==> config.mk <==
export PLATFORM = sky130hd
export DESIGN_NAME = rc_pulse_nibble_serial_tx
export DESIGN_NICKNAME = d
export VERILOG_FILES = /design/src/rtl/rcpn_pkg.sv /design/src/rtl/rcpn_front.sv /design/src/rtl/rcpn_queue.sv /design/src/rtl/rcpn_back.sv /design/src/rtl/rc_pulse_nibble_serial_tx.sv
export SDC_FILE = /design/constraint.sdc
export NUM_CORES = 1
export LEC_CHECK = 0
export ABC_AREA = 1
export BUFFER_PORTS_ARGS = -buffer_cell sky130_fd_sc_hd__buf_2
export CAP_MARGIN = 15
export CORE_ASPECT_RATIO = 0.6
export CORE_UTILIZATION = 59
export CTS_CLUSTER_DIAMETER = 120
export DETAILED_ROUTE_END_ITERATION = 8
export PLACE_DENSITY = 0.9
export SETUP_SLACK_MARGIN = 0.3
export SLEW_MARGIN = 10
export SYNTH_ARGS = -nofsm -noshare
export SYNTH_HDL_FRONTEND = slang
export SYNTH_SLANG_ARGS = --single-unit
==> constraint.sdc <==
create_clock -name clk -period 10.7 [get_ports clk]
set_input_delay 1.605 -clock clk [delete_from_list [all_inputs] [get_ports clk]]
set_output_delay 1.605 -clock clk [all_outputs]
set_load 0.005 [all_outputs]
==> src/rtl/rcpn_pkg.sv <==
package rcpn_pkg;

    // Symbol codes beyond the sixteen nibble values.
    localparam logic [4:0] SYM_REPEAT = 5'd16;
    localparam logic [4:0] SYM_IDLE   = 5'd17;

    // Pulse width is BASE_WIDTH_US + STEP_WIDTH_US * symbol.
    localparam logic [10:0] BASE_WIDTH_US = 11'd1024;
    localparam logic [10:0] STEP_WIDTH_US = 11'd56;

    // Longest hold of one symbol, in frame ticks.
    localparam logic [8:0] MAX_FRAMES = 9'd256;
    localparam logic [8:0] MIN_FRAMES = 9'd1;

    // Configuration reset values.
    localparam logic [8:0] FRAMES_RESET  = 9'd1;
    localparam logic [7:0] CHANNEL_RESET = 8'd255;

    localparam int FIFO_DEPTH_DEF = 16;

    // Command queue between front and back end.
    localparam int QUEUE_DEPTH = 2;
    localparam int QPTR_W      = $clog2(QUEUE_DEPTH);
    localparam int QCNT_W      = $clog2(QUEUE_DEPTH + 1);

    localparam int CFG_IDX_W = 2;

    typedef enum logic [1:0] {
        OP_WRITE = 2'd0,
        OP_TICK  = 2'd1,
        OP_FLUSH = 2'd2
    } op_t;

    typedef enum logic [CFG_IDX_W-1:0] {
        CFG_FRAMES  = 2'd0,
        CFG_CHANNEL = 2'd1
    } cfg_idx_t;

    typedef struct packed {
        logic       is_write;
        logic       is_tick;
        logic       is_flush;
        logic [7:0] data;
    } cmd_t;

    typedef struct packed {
        logic        write_accepted;
        logic        pulse_valid;
        logic [10:0] pulse_len_us;
        logic [4:0]  symbol_sent;
        logic [7:0]  pulse_channel;
        logic        fifo_empty;
        logic [7:0]  head_byte;
    } result_t;

endpackage

==> src/rtl/rcpn_front.sv <==
module rcpn_front
    import rcpn_pkg::*;
(
    input  logic       item_valid,
    output logic       item_ready,
    input  logic [1:0] op,
    input  logic [7:0] data_byte,
    input  logic       q_full,
    output logic       push,
    output cmd_t       push_cmd
);

    assign item_ready = !q_full;
    assign push       = item_valid && item_ready;

    always_comb
    begin
        push_cmd          = '0;
        push_cmd.data     = data_byte;
        unique case (op)
            OP_WRITE: push_cmd.is_write = 1'b1;
            OP_TICK:  push_cmd.is_tick  = 1'b1;
            OP_FLUSH: push_cmd.is_flush = 1'b1;
            // The unused code travels as a command that changes nothing.
            default:  push_cmd.is_write = 1'b0;
        endcase
    end

endmodule

==> src/rtl/rcpn_queue.sv <==
module rcpn_queue
    import rcpn_pkg::*;
(
    input  logic clk,
    input  logic rst_n,
    input  logic push,
    input  cmd_t push_cmd,
    output logic full,
    input  logic pop,
    output logic q_valid,
    output cmd_t q_cmd
);

    cmd_t              entry_reg [QUEUE_DEPTH];
    logic [QPTR_W-1:0] wr_ptr_reg;
    logic [QPTR_W-1:0] rd_ptr_reg;
    logic [QCNT_W-1:0] count_reg;
    logic [QCNT_W-1:0] count_next;

    assign full    = (count_reg == QCNT_W'(QUEUE_DEPTH));
    assign q_valid = (count_reg != '0);
    assign q_cmd   = entry_reg[rd_ptr_reg];

    always_comb
    begin
        count_next = count_reg;
        if (push && !pop)
        begin
            count_next = count_reg + 1'b1;
        end
        else if (pop && !push)
        begin
            count_next = count_reg - 1'b1;
        end
    end

    always_ff @(posedge clk or negedge rst_n)
    begin
        if (!rst_n)
        begin
            wr_ptr_reg <= '0;
            rd_ptr_reg <= '0;
            count_reg  <= '0;
        end
        else
        begin
            if (push)
            begin
                wr_ptr_reg <= wr_ptr_reg + 1'b1;
            end
            if (pop)
            begin
                rd_ptr_reg <= rd_ptr_reg + 1'b1;
            end
            count_reg <= count_next;
        end
    end

    always_ff @(posedge clk)
    begin
        if (push)
        begin
            entry_reg[wr_ptr_reg] <= push_cmd;
        end
    end

endmodule

==> src/rtl/rcpn_back.sv <==
module rcpn_back
    import rcpn_pkg::*;
#(
    parameter int FIFO_DEPTH = FIFO_DEPTH_DEF
)
(
    input  logic       clk,
    input  logic       rst_n,
    input  logic       q_valid,
    input  cmd_t       q_cmd,
    output logic       pop,
    input  logic [8:0] frames_per_symbol,
    input  logic [7:0] channel_number,
    output logic       result_valid,
    input  logic       result_ready,
    output result_t    result
);

    localparam int                PTR_W    = $clog2(FIFO_DEPTH);
    localparam logic [PTR_W-1:0]  LAST_IDX = PTR_W'(FIFO_DEPTH - 1);

    function automatic logic [PTR_W-1:0] next_idx(input logic [PTR_W-1:0] ptr);
        next_idx = (ptr == LAST_IDX) ? '0 : ptr + 1'b1;
    endfunction

    logic [7:0]       mem [FIFO_DEPTH];
    logic [PTR_W-1:0] rd_ptr_reg, rd_ptr_next;
    logic [PTR_W-1:0] wr_ptr_reg, wr_ptr_next;
    logic [7:0]       head_reg;
    logic [7:0]       held_reg, held_next;
    logic             low_pending_reg, low_pending_next;
    logic             active_reg, active_next;
    logic [7:0]       frames_reg, frames_next;
    logic [4:0]       cur_sym_reg, cur_sym_next;
    logic [4:0]       prev_sym_reg, prev_sym_next;
    logic             out_valid_reg;
    result_t          out_reg, out_next;

    logic             fire;
    logic             do_write;
    logic             head_bypass;
    logic [PTR_W-1:0] wr_adv;
    logic [8:0]       limit;
    logic [8:0]       count;
    logic [4:0]       pick;
    logic [4:0]       sym;

    assign fire   = q_valid && (!out_valid_reg || result_ready);
    assign pop    = fire;
    assign wr_adv = next_idx(wr_ptr_reg);
    assign count  = {1'b0, frames_reg} + 9'd1;

    always_comb
    begin
        if (frames_per_symbol == '0)
        begin
            limit = MIN_FRAMES;
        end
        else if (frames_per_symbol > MAX_FRAMES)
        begin
            limit = MAX_FRAMES;
        end
        else
        begin
            limit = frames_per_symbol;
        end
    end

    always_comb
    begin
        rd_ptr_next      = rd_ptr_reg;
        wr_ptr_next      = wr_ptr_reg;
        held_next        = held_reg;
        low_pending_next = low_pending_reg;
        active_next      = active_reg;
        frames_next      = frames_reg;
        cur_sym_next     = cur_sym_reg;
        prev_sym_next    = prev_sym_reg;
        do_write         = 1'b0;
        pick             = SYM_IDLE;
        sym              = cur_sym_reg;
        out_next         = '0;

        if (fire)
        begin
            if (q_cmd.is_write)
            begin
                if (wr_adv != rd_ptr_reg)
                begin
                    do_write                = 1'b1;
                    wr_ptr_next             = wr_adv;
                    out_next.write_accepted = 1'b1;
                end
            end
            else if (q_cmd.is_tick)
            begin
                if (!active_reg)
                begin
                    active_next = 1'b1;
                    if (!low_pending_reg)
                    begin
                        if (rd_ptr_reg != wr_ptr_reg)
                        begin
                            held_next        = head_reg;
                            rd_ptr_next      = next_idx(rd_ptr_reg);
                            pick             = {1'b0, head_reg[7:4]};
                            low_pending_next = 1'b1;
                        end
                    end
                    else
                    begin
                        pick             = {1'b0, held_reg[3:0]};
                        low_pending_next = 1'b0;
                    end
                    if (pick == prev_sym_reg)
                    begin
                        pick = SYM_REPEAT;
                    end
                    prev_sym_next = pick;
                    cur_sym_next  = pick;
                    sym           = pick;
                end
                out_next.pulse_valid   = 1'b1;
                out_next.symbol_sent   = sym;
                out_next.pulse_len_us  = BASE_WIDTH_US + STEP_WIDTH_US * {6'd0, sym};
                out_next.pulse_channel = channel_number;
                if (count >= limit)
                begin
                    frames_next = '0;
                    active_next = 1'b0;
                end
                else
                begin
                    frames_next = count[7:0];
                end
            end
            else if (q_cmd.is_flush)
            begin
                rd_ptr_next = '0;
                wr_ptr_next = '0;
            end
            out_next.fifo_empty = (rd_ptr_next == wr_ptr_next);
        end
    end

    // A byte written into an empty FIFO lands where the head is read.
    assign head_bypass = do_write && (wr_ptr_reg == rd_ptr_next);

    always_ff @(posedge clk)
    begin
        if (do_write)
        begin
            mem[wr_ptr_reg] <= q_cmd.data;
        end
        head_reg <= head_bypass ? q_cmd.data : mem[rd_ptr_next];
        if (fire)
        begin
            out_reg <= out_next;
        end
    end

    always_ff @(posedge clk or negedge rst_n)
    begin
        if (!rst_n)
        begin
            rd_ptr_reg      <= '0;
            wr_ptr_reg      <= '0;
            held_reg        <= '0;
            low_pending_reg <= 1'b0;
            active_reg      <= 1'b0;
            frames_reg      <= '0;
            cur_sym_reg     <= SYM_IDLE;
            prev_sym_reg    <= SYM_IDLE;
            out_valid_reg   <= 1'b0;
        end
        else
        begin
            rd_ptr_reg      <= rd_ptr_next;
            wr_ptr_reg      <= wr_ptr_next;
            held_reg        <= held_next;
            low_pending_reg <= low_pending_next;
            active_reg      <= active_next;
            frames_reg      <= frames_next;
            cur_sym_reg     <= cur_sym_next;
            prev_sym_reg    <= prev_sym_next;
            out_valid_reg   <= fire || (out_valid_reg && !result_ready);
        end
    end

    // The head register tracks the state of the last executed beat until the next one.
    always_comb
    begin
        result           = out_reg;
        result.head_byte = out_reg.fifo_empty ? 8'd0 : head_reg;
    end

    assign result_valid = out_valid_reg;

endmodule

==> src/rtl/rc_pulse_nibble_serial_tx.sv <==
// Sends bytes over one RC servo channel as pulse widths of 1024 + 56 * symbol microseconds.
// The block takes one beat per cycle on the item channel: a byte write, a frame tick or a
// FIFO flush. An accepted beat is written into the two-entry command queue; the execute
// stage then updates the FIFO pointers, the symbol sequencer and the result register
// together, and the result beat is presented from that register. The sustained rate is
// one item per cycle, set by that execute stage and its registered FIFO head read; a
// stalled result holds the execute stage, and the item channel stalls once the queue
// holds two commands.
// Configuration writes are taken in any cycle and should only be issued while idle.
module rc_pulse_nibble_serial_tx
    import rcpn_pkg::*;
#(
    parameter int FIFO_DEPTH = FIFO_DEPTH_DEF
)
(
    input  logic                 clk,
    input  logic                 rst_n,
    input  logic                 item_valid,
    output logic                 item_ready,
    input  logic [1:0]           op,
    input  logic [7:0]           data_byte,
    output logic                 result_valid,
    input  logic                 result_ready,
    output logic                 write_accepted,
    output logic                 pulse_valid,
    output logic [10:0]          pulse_len_us,
    output logic [4:0]           symbol_sent,
    output logic [7:0]           pulse_channel,
    output logic                 fifo_empty,
    output logic [7:0]           head_byte,
    input  logic                 cfg_valid,
    output logic                 cfg_ready,
    input  logic [CFG_IDX_W-1:0] cfg_index,
    input  logic [8:0]           cfg_data
);

    logic [8:0] frames_per_symbol_reg;
    logic [7:0] channel_number_reg;
    logic       q_full;
    logic       push;
    cmd_t       push_cmd;
    logic       pop;
    logic       q_valid;
    cmd_t       q_cmd;
    result_t    result;

    assign cfg_ready  = 1'b1;

    always_ff @(posedge clk or negedge rst_n)
    begin
        if (!rst_n)
        begin
            frames_per_symbol_reg <= FRAMES_RESET;
            channel_number_reg    <= CHANNEL_RESET;
        end
        else if (cfg_valid && cfg_ready)
        begin
            unique case (cfg_index)
                CFG_FRAMES:  frames_per_symbol_reg <= cfg_data;
                CFG_CHANNEL: channel_number_reg    <= cfg_data[7:0];
                default:     channel_number_reg    <= channel_number_reg;
            endcase
        end
    end

    rcpn_front u_front (
        .item_valid (item_valid),
        .item_ready (item_ready),
        .op         (op),
        .data_byte  (data_byte),
        .q_full     (q_full),
        .push       (push),
        .push_cmd   (push_cmd)
    );

    rcpn_queue u_queue (
        .clk      (clk),
        .rst_n    (rst_n),
        .push     (push),
        .push_cmd (push_cmd),
        .full     (q_full),
        .pop      (pop),
        .q_valid  (q_valid),
        .q_cmd    (q_cmd)
    );

    rcpn_back #(
        .FIFO_DEPTH (FIFO_DEPTH)
    ) u_back (
        .clk               (clk),
        .rst_n             (rst_n),
        .q_valid           (q_valid),
        .q_cmd             (q_cmd),
        .pop               (pop),
        .frames_per_symbol (frames_per_symbol_reg),
        .channel_number    (channel_number_reg),
        .result_valid      (result_valid),
        .result_ready      (result_ready),
        .result            (result)
    );

    assign write_accepted = result.write_accepted;
    assign pulse_valid    = result.pulse_valid;
    assign pulse_len_us   = result.pulse_len_us;
    assign symbol_sent    = result.symbol_sent;
    assign pulse_channel  = result.pulse_channel;
    assign fifo_empty     = result.fifo_empty;
    assign head_byte      = result.head_byte;

    // A queued command is executed as soon as the result register is free.
    a_queue_drains: assert property (@(posedge clk) disable iff (!rst_n)
        q_valid && !result_valid |=> result_valid)
        else $error("queued command not executed into a free result register");

    a_empty_head: assert property (@(posedge clk) disable iff (!rst_n)
        result_valid && fifo_empty |-> head_byte == 8'd0)
        else $error("head byte not cleared on an empty FIFO");

    a_pulse_only_on_tick: assert property (@(posedge clk) disable iff (!rst_n)
        result_valid && pulse_valid |-> !write_accepted && symbol_sent <= SYM_IDLE)
        else $error("pulse result carries a write flag or a bad symbol");

endmodule
==> metrics.yaml, run 1 <==
run_status:
  status: "finished, violations left"
  violations: "design-rule violations"
critical_path:
  crit_type: "reg2reg"
  crit_required_ns: 11.05
  cp_max_fo: 68
  crit_path_end_kind: "flip-flop"
  crit_family: "simple AND/OR/NAND/NOR gates"
  startpoint_type: "flip-flop"
  cpMaxStageDelayCell: "buf_4"
  timing.reg2reg.setup_slack_ns: 5.93
  cp_common_cell: "nand2_1"
  r2r-end: "u_back.result[31]$_SDFFCE_PP0P_"
  cpPeakStageDelay_ns: 0.54
  worstRegToRegCells: 26
  critical_path_buf_inv_count: 5
  arrival_ns: 5.12
worst_hold_path:
  hold_path_class: "reg2reg"
  hp-start: "u_back.cur_sym_reg[0]$_DFFE_PN1P_"
  hold_end: "u_back.cur_sym_reg[0]$_DFFE_PN1P_"
  hold_path_depth: 2
yosys:
  syn_avg_cell_area_um2: 10.3
  synth_cell_type_count: 48
  netlist_instances: 1039
  synth_edf_count: 173
  synth_seq_area_share_pct: 61.9
  ys_seq_elements: 231
  synth-async-reset-ratio_pct: 23.4
  syn-cell-area_um2: 10700
  synth_ff_type: "edfxtp_1"
  yosys_warnings: 0
power_and_ir_drop:
  pwr-share-seq_pct: 37.9
  combPwrFrac_pct: 41.8
  ir_drop_mv: 0.163
  p_sw_mw: 1.51
  pwr-share-clk_pct: 20.3
  swShare_pct: 41.4
  powerDensity_nw_per_um2: 309
  p_int_mw: 2.14
  leakagePower_nw: 5.05
sta:
  maxSlewViolCount: 0
  fmax_ghz: 0.209
  setup_viol: 0
  hold_viol_final: 0
  setup-tns-final_ns: 0
  fin_crit_ns: 4.77
  grt_setup_unrepaired: "false"
  worst_slew_margin_rel_pct: 27.6
  finalCritPeriodShare_pct: 44.6
  clock-skew-final_ns: 0.0138
  tightest_slew_ns: 1.08
  holdWs_ns: 0.482
cts:
  post_cts_resized: 0
  tritoncts: "done"
  cts_buffers: 21
  cts_root_buffer: "clkbuf_16"
  cts_setup_buffers: 0
  clkLatencyLatePin_ns: 0.50
  clockBufferDepth: 3
  cts_max_level: 1
  cts.sinks: 231
  cts-hold-fix-buffers: 0
  path_clk_slew_ns: 0.07
detailed_routing:
  ant_nets: 0
  wirelength_um: 25900
  vias_per_cell: 5.93
  vias: 7943
  initialDrtViolationCount: 1244
  drcViolationCount: 6
  dr.pass1.iters: 9
  wl_per_cell_um: 19.3
floorplan:
  dieArea_um2: 18700
  start_util_pct: 61.5
  fp.coreArea_um2: 17500
  io_pins: 64
  fp.dieW_um: 176
  core.rowCount: 37
  die_y_um: 106
layout:
  layout.nets: 1145
  largest_reg_flops: 128
  drive_gt1_share_pct: 15.7
  fin_area_um2: 11800
  final_common_cell: "nand2_1"
  diodes: 0
  syn_to_final_growth_pct: 10.1
  final_cell_mix: "236 x nand2_1, 173 x edfxtp_1, 110 x inv_1, 88 x nor2_1, 75 x o21ai_0"
global_route:
  grt_overflow: 0
  grt_max_degree: 69
  busiest_layer: "met1"
  grt_pass1_vias: 7415
  antenna_found_initial: 0
  grtUsageMet2_pct: 39.3
  grt_pass1_wl_um: 40100
  grt_use_met1_pct: 42.9
  use_met3_pct: 8.66
  grt_usage_pct: 28.2
place:
  place.port_buffers: 59
  detailed_place.area_um2: 11100
  hpwl_um: 17600
  place_congestion: 0.939
run:
  cap_violations: 0
worst max path at each step:
stage / cells past startpoint / slack (ns) / startpoint / endpoint
6_report: 26 / 5.93 / flip-flop / u_back.result[31]$_SDFFCE_PP0P_
5_1_grt: 26 / 5.55 / flip-flop / u_back.result[31]$_SDFFCE_PP0P_
4_1_cts: 26 / 6.02 / flip-flop / u_back.result[31]$_SDFFCE_PP0P_
3_5_place_dp: 26 / 6.08 / flip-flop / u_back.result[31]$_SDFFCE_PP0P_
3_3_place_gp: 26 / 6.25 / flip-flop / u_back.result[31]$_SDFFCE_PP0P_
2_1_floorplan: 21 / 7.11 / u_back.rd_ptr_reg[1]$_DFF_PN0_ / u_back.result[31]$_SDFFCE_PP0P_
Yosys cell counts (4+ instances only):
cell type  count  area share [%]
o221ai_1      13             1.1
a21oi_1       30             1.4
ha_1          23             2.7
buf_4          8            0.56
o211ai_1       6            0.42
o22ai_1        8            0.47
buf_6          7            0.73
nand3_2        7            0.65
o21ai_1        6            0.28
nor2_4         5            0.52
o21ai_0       75             3.5
nor2_1        88             3.1
dfrtp_1       41             9.6
nor3_1         4            0.19
dfxtp_1        4            0.75
nand4_1        5            0.29
inv_1        110             3.8
buf_2          7            0.33
nand2_2       13            0.76
inv_2         14            0.49
nand2_1      236             8.3
fa_1           5            0.93
nor2_2         4            0.23
nand3_1       73             3.4
edfxtp_1     173              48
clkbuf_1      15            0.52
dfstp_2       13             3.2
xor2_1        13             1.1
cell type report:
cell class	instances	area (um2)
timing repair buffer	67	355
multi-input combinational	644	3370
clock buffer	22	539
fill	1219	5640
clock inverter	15	135
inverter	126	478
sequential	231	6640
tap	234	293
routing by layer:
metal | up-vias | part of all wire (%)
li1 | 3578 | -
met3 | 58 | 14
met4 | 0 | 2.1
met2 | 529 | 42
met5 | - | 0
met1 | 3778 | 42
worst reg2reg max path: stages (launching register included):
cell	delay [ns]
dfxtp_2	0.31
buf_4	0.54
inv_6	0.36
nand2_1	0.17
nand3_1	0.12
nand3_1	0.18
nand3_1	0.13
nand2_1	0.09
nand2_1	0.08
nand2_2	0.10
nand2_1	0.07
nand3_2	0.08
nor2_4	0.04
nand2_4	0.12
nand3_2	0.12
nand2_2	0.14
inv_2	0.05
fa_1	0.52
inv_1	0.04
ha_1	0.19
fa_1	0.39
nand2_1	0.08
inv_1	0.05
or2_2	0.26
a21oi_1	0.17
o21ai_0	0.10
a21oi_1	0.13
power by group through the flow:
| stage | clock network (mW) | registers [mW] | logic [mW] |
|---|---|---|---|
| 2_1_floorplan | 0 | 1.34 | 1.10 |
| 3_3_place_gp | 0 | 1.38 | 1.41 |
| 3_5_place_dp | 0 | 1.39 | 1.48 |
| 4_1_cts | 0.748 | 1.38 | 1.50 |
| 5_1_grt | 0.785 | 1.40 | 1.70 |
| 6_report | 0.743 | 1.38 | 1.53 |
logic make-up after synthesis:
kind of cell	count (synthesis)	share of synthesized area [%]
and+or+nand+nor	448	18.3
DFF	231	61.9
buffers and inverters	166	6.74
AOI/OAI and AO/OA	149	8.03
adders and majority gates	28	3.62
xor gates and xnor gates	15	1.29
other	2	0.0700
through the flow:
stage / instances / setup WS, ns / util, % / total power [mW]
final: 1339 / 5.93 / 67.7 / 3.65
after global routing: 1339 / 5.55 / 67.7 / 3.88
after floorplan: 1041 / 7.11 / - / 2.43
after detailed placement: 1302 / 6.08 / 63.8 / 2.87
after CTS: 1339 / 6.02 / 67.7 / 3.63
after global placement: 1302 / 6.25 / 63.8 / 2.79
Power figures use the tool's default switching activity.
==> run 2, diff against run 1 <==
--- a/config.mk
+++ b/config.mk
@@ -5,7 +5,7 @@
 export SDC_FILE = /design/constraint.sdc
 export NUM_CORES = 1
 export LEC_CHECK = 0
-export ABC_AREA = 1
+export ABC_AREA = 0
 export BUFFER_PORTS_ARGS = -buffer_cell sky130_fd_sc_hd__buf_2
 export CAP_MARGIN = 15
 export CORE_ASPECT_RATIO = 0.6
==> constraint.sdc (replaced) <==
create_clock -name clk -period 4.95 [get_ports clk]
set_input_delay 0.7425 -clock clk [delete_from_list [all_inputs] [get_ports clk]]
set_output_delay 0.7425 -clock clk [all_outputs]
set_load 0.005 [all_outputs]
==> run 2 against run 1 <==
Against the previous run: the run now ends clean; sequential power rose by 120%; worst hold slack got worse by 0.13 ns; clock skew rose by 0.0027 ns; core utilization rose by 1.1 points; largest cell class unchanged; highest routed layer unchanged.
==> metrics.yaml, run 2 <==
cts:
  cts-hold-fix-buffers: 0  # unchanged
  clkLatencyLatePin_ns: 0.52  # was 0.50 ns
  cts_max_level: 1  # unchanged
  tritoncts: "done"  # unchanged
  cts_buffers: 22  # was 21
  cts.sinks: 231  # unchanged
  clockBufferDepth: 3  # unchanged
  cts_root_buffer: "clkbuf_16"  # unchanged
  path_clk_slew_ns: 0.06  # was 0.07 ns
sta:
  hold_viol_final: 0  # unchanged
  fin_crit_ns: 4.58  # was 4.77 ns
  tightest_slew_ns: 1.06  # was 1.08 ns
  finalCritPeriodShare_pct: 92.6  # was 44.6%
  maxSlewViolCount: 0  # unchanged
  setup_viol: 0  # unchanged
  grt_setup_unrepaired: "false"  # unchanged
  holdWs_ns: 0.354  # was 0.482 ns
  worst_slew_margin_rel_pct: 29.0  # was 27.6%
  fmax_ghz: 0.218  # was 0.209 GHz
  setup-tns-final_ns: 0  # unchanged
  clock-skew-final_ns: 0.0165  # was 0.0138 ns
critical_path:
  timing.reg2reg.setup_slack_ns: 0.37  # was 5.93 ns
  cpPeakStageDelay_ns: 0.54  # about the same
  startpoint_type: "flip-flop"  # unchanged
  crit_type: "reg2reg"  # unchanged
  cp_max_fo: 15  # was 68
  crit_required_ns: 5.18  # was 11.05 ns
  cp_common_cell: "fa_1"  # was nand2_1
  worstRegToRegCells: 14  # was 26
  cp_cell_sequence: "xnor2_2, nand4_1, buf_4, nor4b_1, a2111o_1, or3_4, o31ai_4, nand2_1, fa_1, fa_1, a21o_1, a21oi_1, xor2_1, nor2_1"
  reg2reg_from: "u_back.wr_ptr_reg[2]$_DFFE_PN0P_"
  arrival_ns: 4.81  # was 5.12 ns
  crit_path_end_kind: "flip-flop"  # unchanged
  cpMaxStageDelayCell: "fa_1"  # was buf_4
  r2r-end: "u_back.result[31]$_SDFFCE_PP0P_"  # unchanged
run:
  cap_violations: 0  # unchanged
yosys:
  syn-cell-area_um2: 10500  # was 10,700 um2
  yosys.area_share.xor_xnor_pct: 2.07  # was 1.29%
  yosys.area_share.simple_pct: 10.3  # was 18.3%
  synth_top_area_cell: "edfxtp_1"  # unchanged
  synth_ff_type: "edfxtp_1"  # unchanged
  synthMuxAreaShare_pct: 12.0  # was 0%
  netlist_instances: 711  # was 1,039
  synth_top_area_share_pct: 49.6  # was 48.4%
  synth-async-reset-ratio_pct: 23.4  # unchanged
  yosys_warnings: 0  # unchanged
  synth_commonest_cells: "173 x edfxtp_1, 46 x nand2_1, 41 x dfrtp_1"  # was 236 x nand2_1, 173 x edfxtp_1, 110 x inv_1
  synth_top_family_by_area: "multiplexers"  # was simple AND/OR/NAND/NOR gates
  synth_compound_area_share_pct: 6.34  # was 8.03%
  synth_edf_count: 173  # unchanged
  synthAdderAreaFrac_pct: 3.70  # was 3.62%
  synth_seq_area_share_pct: 63.4  # was 61.9%
  yosys-top-cells-area: "edfxtp_1 50%, dfrtp_1 9.8%, mux4_2 6.2%"  # was edfxtp_1 48%, dfrtp_1 9.6%, nand2_1 8.3%
  synth_most_common_cell: "edfxtp_1"  # was nand2_1
  syn_avg_cell_area_um2: 14.7  # was 10.3 um2
  ys_seq_elements: 231  # unchanged
  synth_cell_type_count: 73  # was 48
floorplan:
  fp.dieW_um: 174  # was 176 um
  dieArea_um2: 18300  # was 18,700 um2
  core.rowCount: 37  # unchanged
  start_util_pct: 60.6  # was 61.5%
  fp.coreArea_um2: 17300  # was 17,500 um2
  die_y_um: 105  # was 106 um
  io_pins: 64  # unchanged
layout:
  largest_reg_flops: 128  # unchanged
  layout.nets: 839  # was 1,145
  drive_gt1_share_pct: 25.1  # was 15.7%
  final_cell_mix: "173 x edfxtp_1, 59 x buf_2, 46 x nand2_1, 39 x dfrtp_1, 34 x and2_1"  # was 236 x nand2_1, 173 x edfxtp_1, 110 x inv_1, 88 x nor2_1, 75 x o21ai_0
  layout.cells.non_filler: 1036  # was 1,339
  syn_to_final_growth_pct: 13.4  # was 10.1%
  final_common_cell: "edfxtp_1"  # was nand2_1
detailed_routing:
  drcViolationCount: 0  # was 6
  dr.pass1.iters: 6  # was 9
  vias_per_cell: 6.27  # was 5.93
  vias: 6497  # was 7,943
  wl_per_cell_um: 22.8  # was 19.3 um
  initialDrtViolationCount: 986  # was 1,244
  wirelength_um: 23600  # was 25,900 um
  ant_nets: 0  # unchanged
place:
  hpwl_um: 15700  # was 17,600 um
  place.port_buffers: 59  # unchanged
  place_congestion: 0.935  # was 0.939
  place_inst: 991  # was 1,302
global_route:
  grt_max_degree: 55  # was 69
  grt_pass1_wl_um: 35600  # was 40,100 um
  grt_overflow: 0  # unchanged
  antenna_found_initial: 0  # unchanged
  grt_pass1_vias: 6270  # was 7,415
  grt_usage_pct: 26.2  # was 28.2%
power_and_ir_drop:
  ir_drop_mv: 0.432  # was 0.163 mV
  powerDensity_nw_per_um2: 659  # was 309 nW/um2
  leakagePower_nw: 4.42  # was 5.05 nW
run_status:
  status: "complete, no violations"  # was finished, violations left
worst_hold_path:
  hold_path_class: "in2async"  # was reg2reg
run 2: area by class of cell:
| type | count | area [um2] |
|---|---|---|
| inverters | 18 | 67.6 |
| repair buffers | 76 | 448 |
| flip-flops and latches | 231 | 6650 |
| fillers | 1085 | 5390 |
| diodes | 1 | 2.50 |
| clock inverters | 15 | 120 |
| well taps | 234 | 293 |
| clock buffers | 25 | 583 |
| multi-input cells | 436 | 3710 |
run 2: logic make-up (layout without fill, tap and decap cells):
| logic type | Yosys count | in the layout |
|---|---|---|
| DFF | 231 | 231 |
| AOI/OAI and AO/OA | 98 | 98 |
| muxes | 85 | 85 |
| other | 2 | 5 |
| buffers and inverters | 46 | 134 |
| xor gates and xnor gates | 23 | 23 |
| and+or+nand+nor | 198 | 198 |
| adders and majority gates | 28 | 28 |
run 2: where the power goes:
group / total (mW) / switching, mW / internal (mW)
combinational: 3.20 / 1.85 / 1.35
sequential: 2.97 / 0.318 / 2.66
clock: 1.65 / 0.706 / 0.948
run 2: per-layer routing:
metal	up-vias	GRT usage [%]	wire length, um
met5	-	0	0
met4	0	6.64	543
met3	56	9.17	3040
met2	433	36.3	9990
met1	3161	39.3	10000
li1	2847	-	-
run 2: what timing repair did:
item / 4_1_cts / 5_1_grt
endpoints found under the setup margin: 2 / 3
setup buffers: 2 / 2
pin swaps: 1 / 1
hold endpoints to repair: 0 / 0
resized for setup: 3 / 15
run 2: critical path, delay by kind of cell, from the launching register on:
family                     cells  cell delay, ns
AOI/OAI and AO/OA              4            1.09
xor gates and xnor gates       2            0.55
adders and majority gates      2            1.02
buffers and inverters          1            0.20
DFF                            1            0.53
and+or+nand+nor                5            0.91
run 2: through the flow:
step / utilization [%] / instance area [um2] / setup slack, ns / total power [mW]
after floorplan: - / 10500 / 0.723 / 4.95
after global placement: 63.9 / 11000 / 0.420 / 5.72
after detailed placement: 63.9 / 11000 / 0.157 / 5.86
after CTS: 68.2 / 11800 / 0.352 / 7.58
after global routing: 68.8 / 11900 / 0.225 / 8.21
final: 68.8 / 11900 / 0.368 / 7.83
run 2: worst max-delay path by stage:
| stage | from | endpoint | slack (ns) | depth (start not counted) |
|---|---|---|---|---|
| global placement | flip-flop | u_back.result[31]$_SDFFCE_PP0P_ | 0.42 | 16 |
| detailed placement | u_back.wr_ptr_reg[2]$_DFFE_PN0P_ | u_back.result[31]$_SDFFCE_PP0P_ | 0.16 | 13 |
| floorplan | flip-flop | u_back.result[31]$_SDFFCE_PP0P_ | 0.72 | 15 |
| CTS | u_back.wr_ptr_reg[2]$_DFFE_PN0P_ | u_back.result[31]$_SDFFCE_PP0P_ | 0.35 | 14 |
| finish | u_back.wr_ptr_reg[2]$_DFFE_PN0P_ | u_back.result[31]$_SDFFCE_PP0P_ | 0.37 | 14 |
| global route | u_back.wr_ptr_reg[2]$_DFFE_PN0P_ | u_back.result[31]$_SDFFCE_PP0P_ | 0.22 | 14 |
==> run 3, diff against run 2 <==
--- a/config.mk
+++ b/config.mk
@@ -9,10 +9,10 @@
 export BUFFER_PORTS_ARGS = -buffer_cell sky130_fd_sc_hd__buf_2
 export CAP_MARGIN = 15
 export CORE_ASPECT_RATIO = 0.6
-export CORE_UTILIZATION = 59
+export CORE_UTILIZATION = 40
 export CTS_CLUSTER_DIAMETER = 120
 export DETAILED_ROUTE_END_ITERATION = 8
-export PLACE_DENSITY = 0.9
+export PLACE_DENSITY = 0.68
 export SETUP_SLACK_MARGIN = 0.3
 export SLEW_MARGIN = 10
 export SYNTH_ARGS = -nofsm -noshare
==> run 3 against run 2 <==
Against the previous run: wire length down 2.4%; worst hold slack gained 0.016 ns; critical path depth unchanged; critical endpoint unchanged; highest routed layer unchanged.
==> metrics.yaml, run 3 (synthesis gave the netlist of run 2 again) <==
floorplan:
  fp.coreArea_um2: 25500  # was 17,300 um2
  die_y_um: 127  # was 105 um
  fp.dieW_um: 211  # was 174 um
  core.rowCount: 45  # was 37
  start_util_pct: 41.1  # was 60.6%
  dieArea_um2: 26900  # was 18,300 um2
  io_pins: 64  # unchanged
critical_path:
  worstRegToRegCells: 14  # unchanged
  crit_path_end_kind: "flip-flop"  # unchanged
  cp_common_cell: "fa_1"  # unchanged
  critical_path_buf_inv_count: 1  # unchanged
  crit_family: "compound AO/OA/AOI/OAI gates"  # unchanged
  arrival_ns: 4.69  # was 4.81 ns
  cp.depth: 14  # unchanged
  crit_type: "reg2reg"  # unchanged
  cp_max_fo: 6  # was 15
  startpoint_type: "flip-flop"  # unchanged
  cpMaxStageDelayCell: "fa_1"  # unchanged
  cpPeakStageDelay_ns: 0.54  # about the same
  crit_required_ns: 5.21  # was 5.18 ns
  cp_cell_sequence: "xnor2_1, nand4_1, buf_4, nor4b_1, a2111o_1, or3_4, o31ai_2, nand2_1, fa_1, fa_1, a21o_1, a21oi_1, xor2_1, nor2_1"  # was xnor2_2, nand4_1, buf_4, nor4b_1, a2111o_1, or3_4, o31ai_4, nand2_1, fa_1, fa_1, a21o_1, a21oi_1, xor2_1, nor2_1
cts:
  clockBufferDepth: 3  # unchanged
  cts.sinks: 231  # unchanged
  cts_max_level: 1  # unchanged
  clkLatencyLatePin_ns: 0.51  # was 0.52 ns
  path_clk_slew_ns: 0.06  # about the same
  cts_root_buffer: "clkbuf_16"  # unchanged
  tritoncts: "done"  # unchanged
  cts_buffers: 23  # was 22
sta:
  finalCritPeriodShare_pct: 89.5  # was 92.6%
  grt_setup_unrepaired: "false"  # unchanged
  fmax_ghz: 0.226  # was 0.218 GHz
  hold_viol_final: 0  # unchanged
  layout_setup_ws_ns: 0.520  # was 0.368 ns
  tightest_slew_ns: 0.971  # was 1.06 ns
  clock-skew-final_ns: 0.0129  # was 0.0165 ns
  maxSlewViolCount: 0  # unchanged
  setup_viol: 0  # unchanged
  worst_slew_margin_rel_pct: 35.0  # was 29.0%
  setup-tns-final_ns: 0  # unchanged
  fin_crit_ns: 4.43  # was 4.58 ns
detailed_routing:
  vias_per_cell: 5.41  # was 6.27
  vias: 6260  # was 6,497
  wirelength_um: 23000  # was 23,600 um
  initialDrtViolationCount: 618  # was 986
  drcViolationCount: 0  # unchanged
  dr.pass1.iters: 5  # was 6
  wl_per_cell_um: 19.9  # was 22.8 um
  ant_nets: 0  # unchanged
global_route:
  grt_max_degree: 55  # unchanged
  grt_pass1_wl_um: 35600  # about the same
  antenna_found_initial: 0  # unchanged
  grt_overflow: 0  # unchanged
  grt_usage_pct: 17.6  # was 26.2%
  grt_pass1_vias: 5797  # was 6,270
place:
  hpwl_um: 15900  # was 15,700 um
  preCtsSetupSlack_ns: 0.307  # was 0.157 ns
  place_congestion: 0.887  # was 0.935
  place.port_buffers: 59  # unchanged
power_and_ir_drop:
  pwr-share-clk_pct: 21.4  # was 21.1%
  leakagePower_nw: 4.43  # was 4.42 nW
  p_sw_mw: 2.73  # was 2.87 mW
  powerDensity_nw_per_um2: 632  # was 659 nW/um2
  ir_drop_mv: 0.309  # was 0.432 mV
  pwr-share-seq_pct: 38.7  # was 38.0%
  swShare_pct: 36.0  # was 36.7%
  combPwrFrac_pct: 39.9  # was 40.9%
  p_int_mw: 4.86  # was 4.96 mW
worst_hold_path:
  hold_path_class: "in2async"  # unchanged
layout:
  diodes: 0  # was 1
  syn_to_final_growth_pct: 14.6  # was 13.4%
  final_common_cell: "edfxtp_1"  # unchanged
  largest_reg_flops: 128  # unchanged
  final_cell_mix: "173 x edfxtp_1, 59 x buf_2, 46 x nand2_1, 41 x dfrtp_1, 34 x and2_1"  # was 173 x edfxtp_1, 59 x buf_2, 46 x nand2_1, 39 x dfrtp_1, 34 x and2_1
  fillers: 2177  # was 1,085
  drive_gt1_share_pct: 25.5  # was 25.1%
  layout.nets: 845  # was 839
run:
  cap_violations: 0  # unchanged
run_status:
  status: "complete, no violations"  # unchanged
[run 3: cell types whose count changed in the layout (fill, tap and decap cells not counted), sizes merged]
cell	delta
clkinv	-1
diode	-1
bufinv	-1
inv	+2
clkinvlp	-1
buf	+5
[run 3: routing by layer]
layer / GRT usage (%) / routed length (um)
met1: 30.4 / 12100
met2: 21.8 / 8850
met3: 3.64 / 1850
met4: 3.11 / 284
met5: 0 / 0
[run 3: layout make-up]
type,instances,area [um2],area share (%)
clock buffer,25,583,4.86
clock inverter,14,103,0.855
inverter,18,67.6,0.563
multi-input combinational,436,3680,30.6
sequential,231,6650,55.4
tap,352,440,3.67
timing repair buffer,81,485,4.04
[run 3: path summary, 6_finish.rpt]
| check | slack, ns | startpoint | endpoint |
|---|---|---|---|
| worst max register to register | 0.52 | u_back.rd_ptr_reg[2]$_DFF_PN0_ | u_back.result[31]$_SDFFCE_PP0P_ |
| min in group clk | 0.42 | data_byte[3] | u_queue.entry_reg[1][3]$_DFFE_PP_ |
| worst min-delay path | 0.37 | rst_n | u_back.cur_sym_reg[2]$_DFFE_PN0P_ |
| worst min register to register | 0.49 | u_queue.wr_ptr_reg$_DFFE_PN0P_ | u_queue.wr_ptr_reg$_DFFE_PN0P_ |
| worst max-delay path | 0.52 | u_back.rd_ptr_reg[2]$_DFF_PN0_ | u_back.result[31]$_SDFFCE_PP0P_ |
| max in group asynchronous | 4.06 | rst_n | u_back.rd_ptr_reg[1]$_DFF_PN0_ |
[run 3: through the flow]
stage | utilization, % | std cells | instance area [um2] | total power, mW | hold WS, ns
after floorplan | - | 713 | 10500 | 4.95 | 0.447
after global placement | 44.1 | 1115 | 11200 | 5.85 | 0.477
after detailed placement | 44.1 | 1115 | 11200 | 5.87 | 0.484
after CTS | 46.8 | 1154 | 11900 | 7.51 | 0.397
after global routing | 47.1 | 1157 | 12000 | 8.08 | 0.400
final | 47.1 | 1157 | 12000 | 7.59 | 0.370
[run 3: repair_timing]
| item | in CTS | in global routing |
|---|---|---|
| setup endpoints to repair | 0 | 3 |
| hold buffers | 0 | 0 |
| gates resized for setup | 0 | 11 |
| hold endpoints to repair | 0 | 0 |
| setup buffers | 0 | 3 |
[run 3: power by group through the flow]
stage               Combinational (mW)  Clock (mW)  Sequential (mW)
floorplan                         2.11           0             2.85
CTS                               2.93        1.65             2.93
global placement                  2.90           0             2.96
detailed placement                2.91           0             2.96
finish                            3.03        1.62             2.94
global route                      3.36        1.72             2.99
[run 3: worst register-to-register path, stage by stage, from the launching register on]
cell and delay (ns):
dfrtp_1 0.47, xnor2_1 0.33, nand4_1 0.15, buf_4 0.19, nor4b_1 0.14, a2111o_1 0.45, or3_4 0.39, o31ai_2 0.28
nand2_1 0.18, fa_1 0.54, fa_1 0.48, a21o_1 0.19, a21oi_1 0.19, xor2_1 0.16, nor2_1 0.05
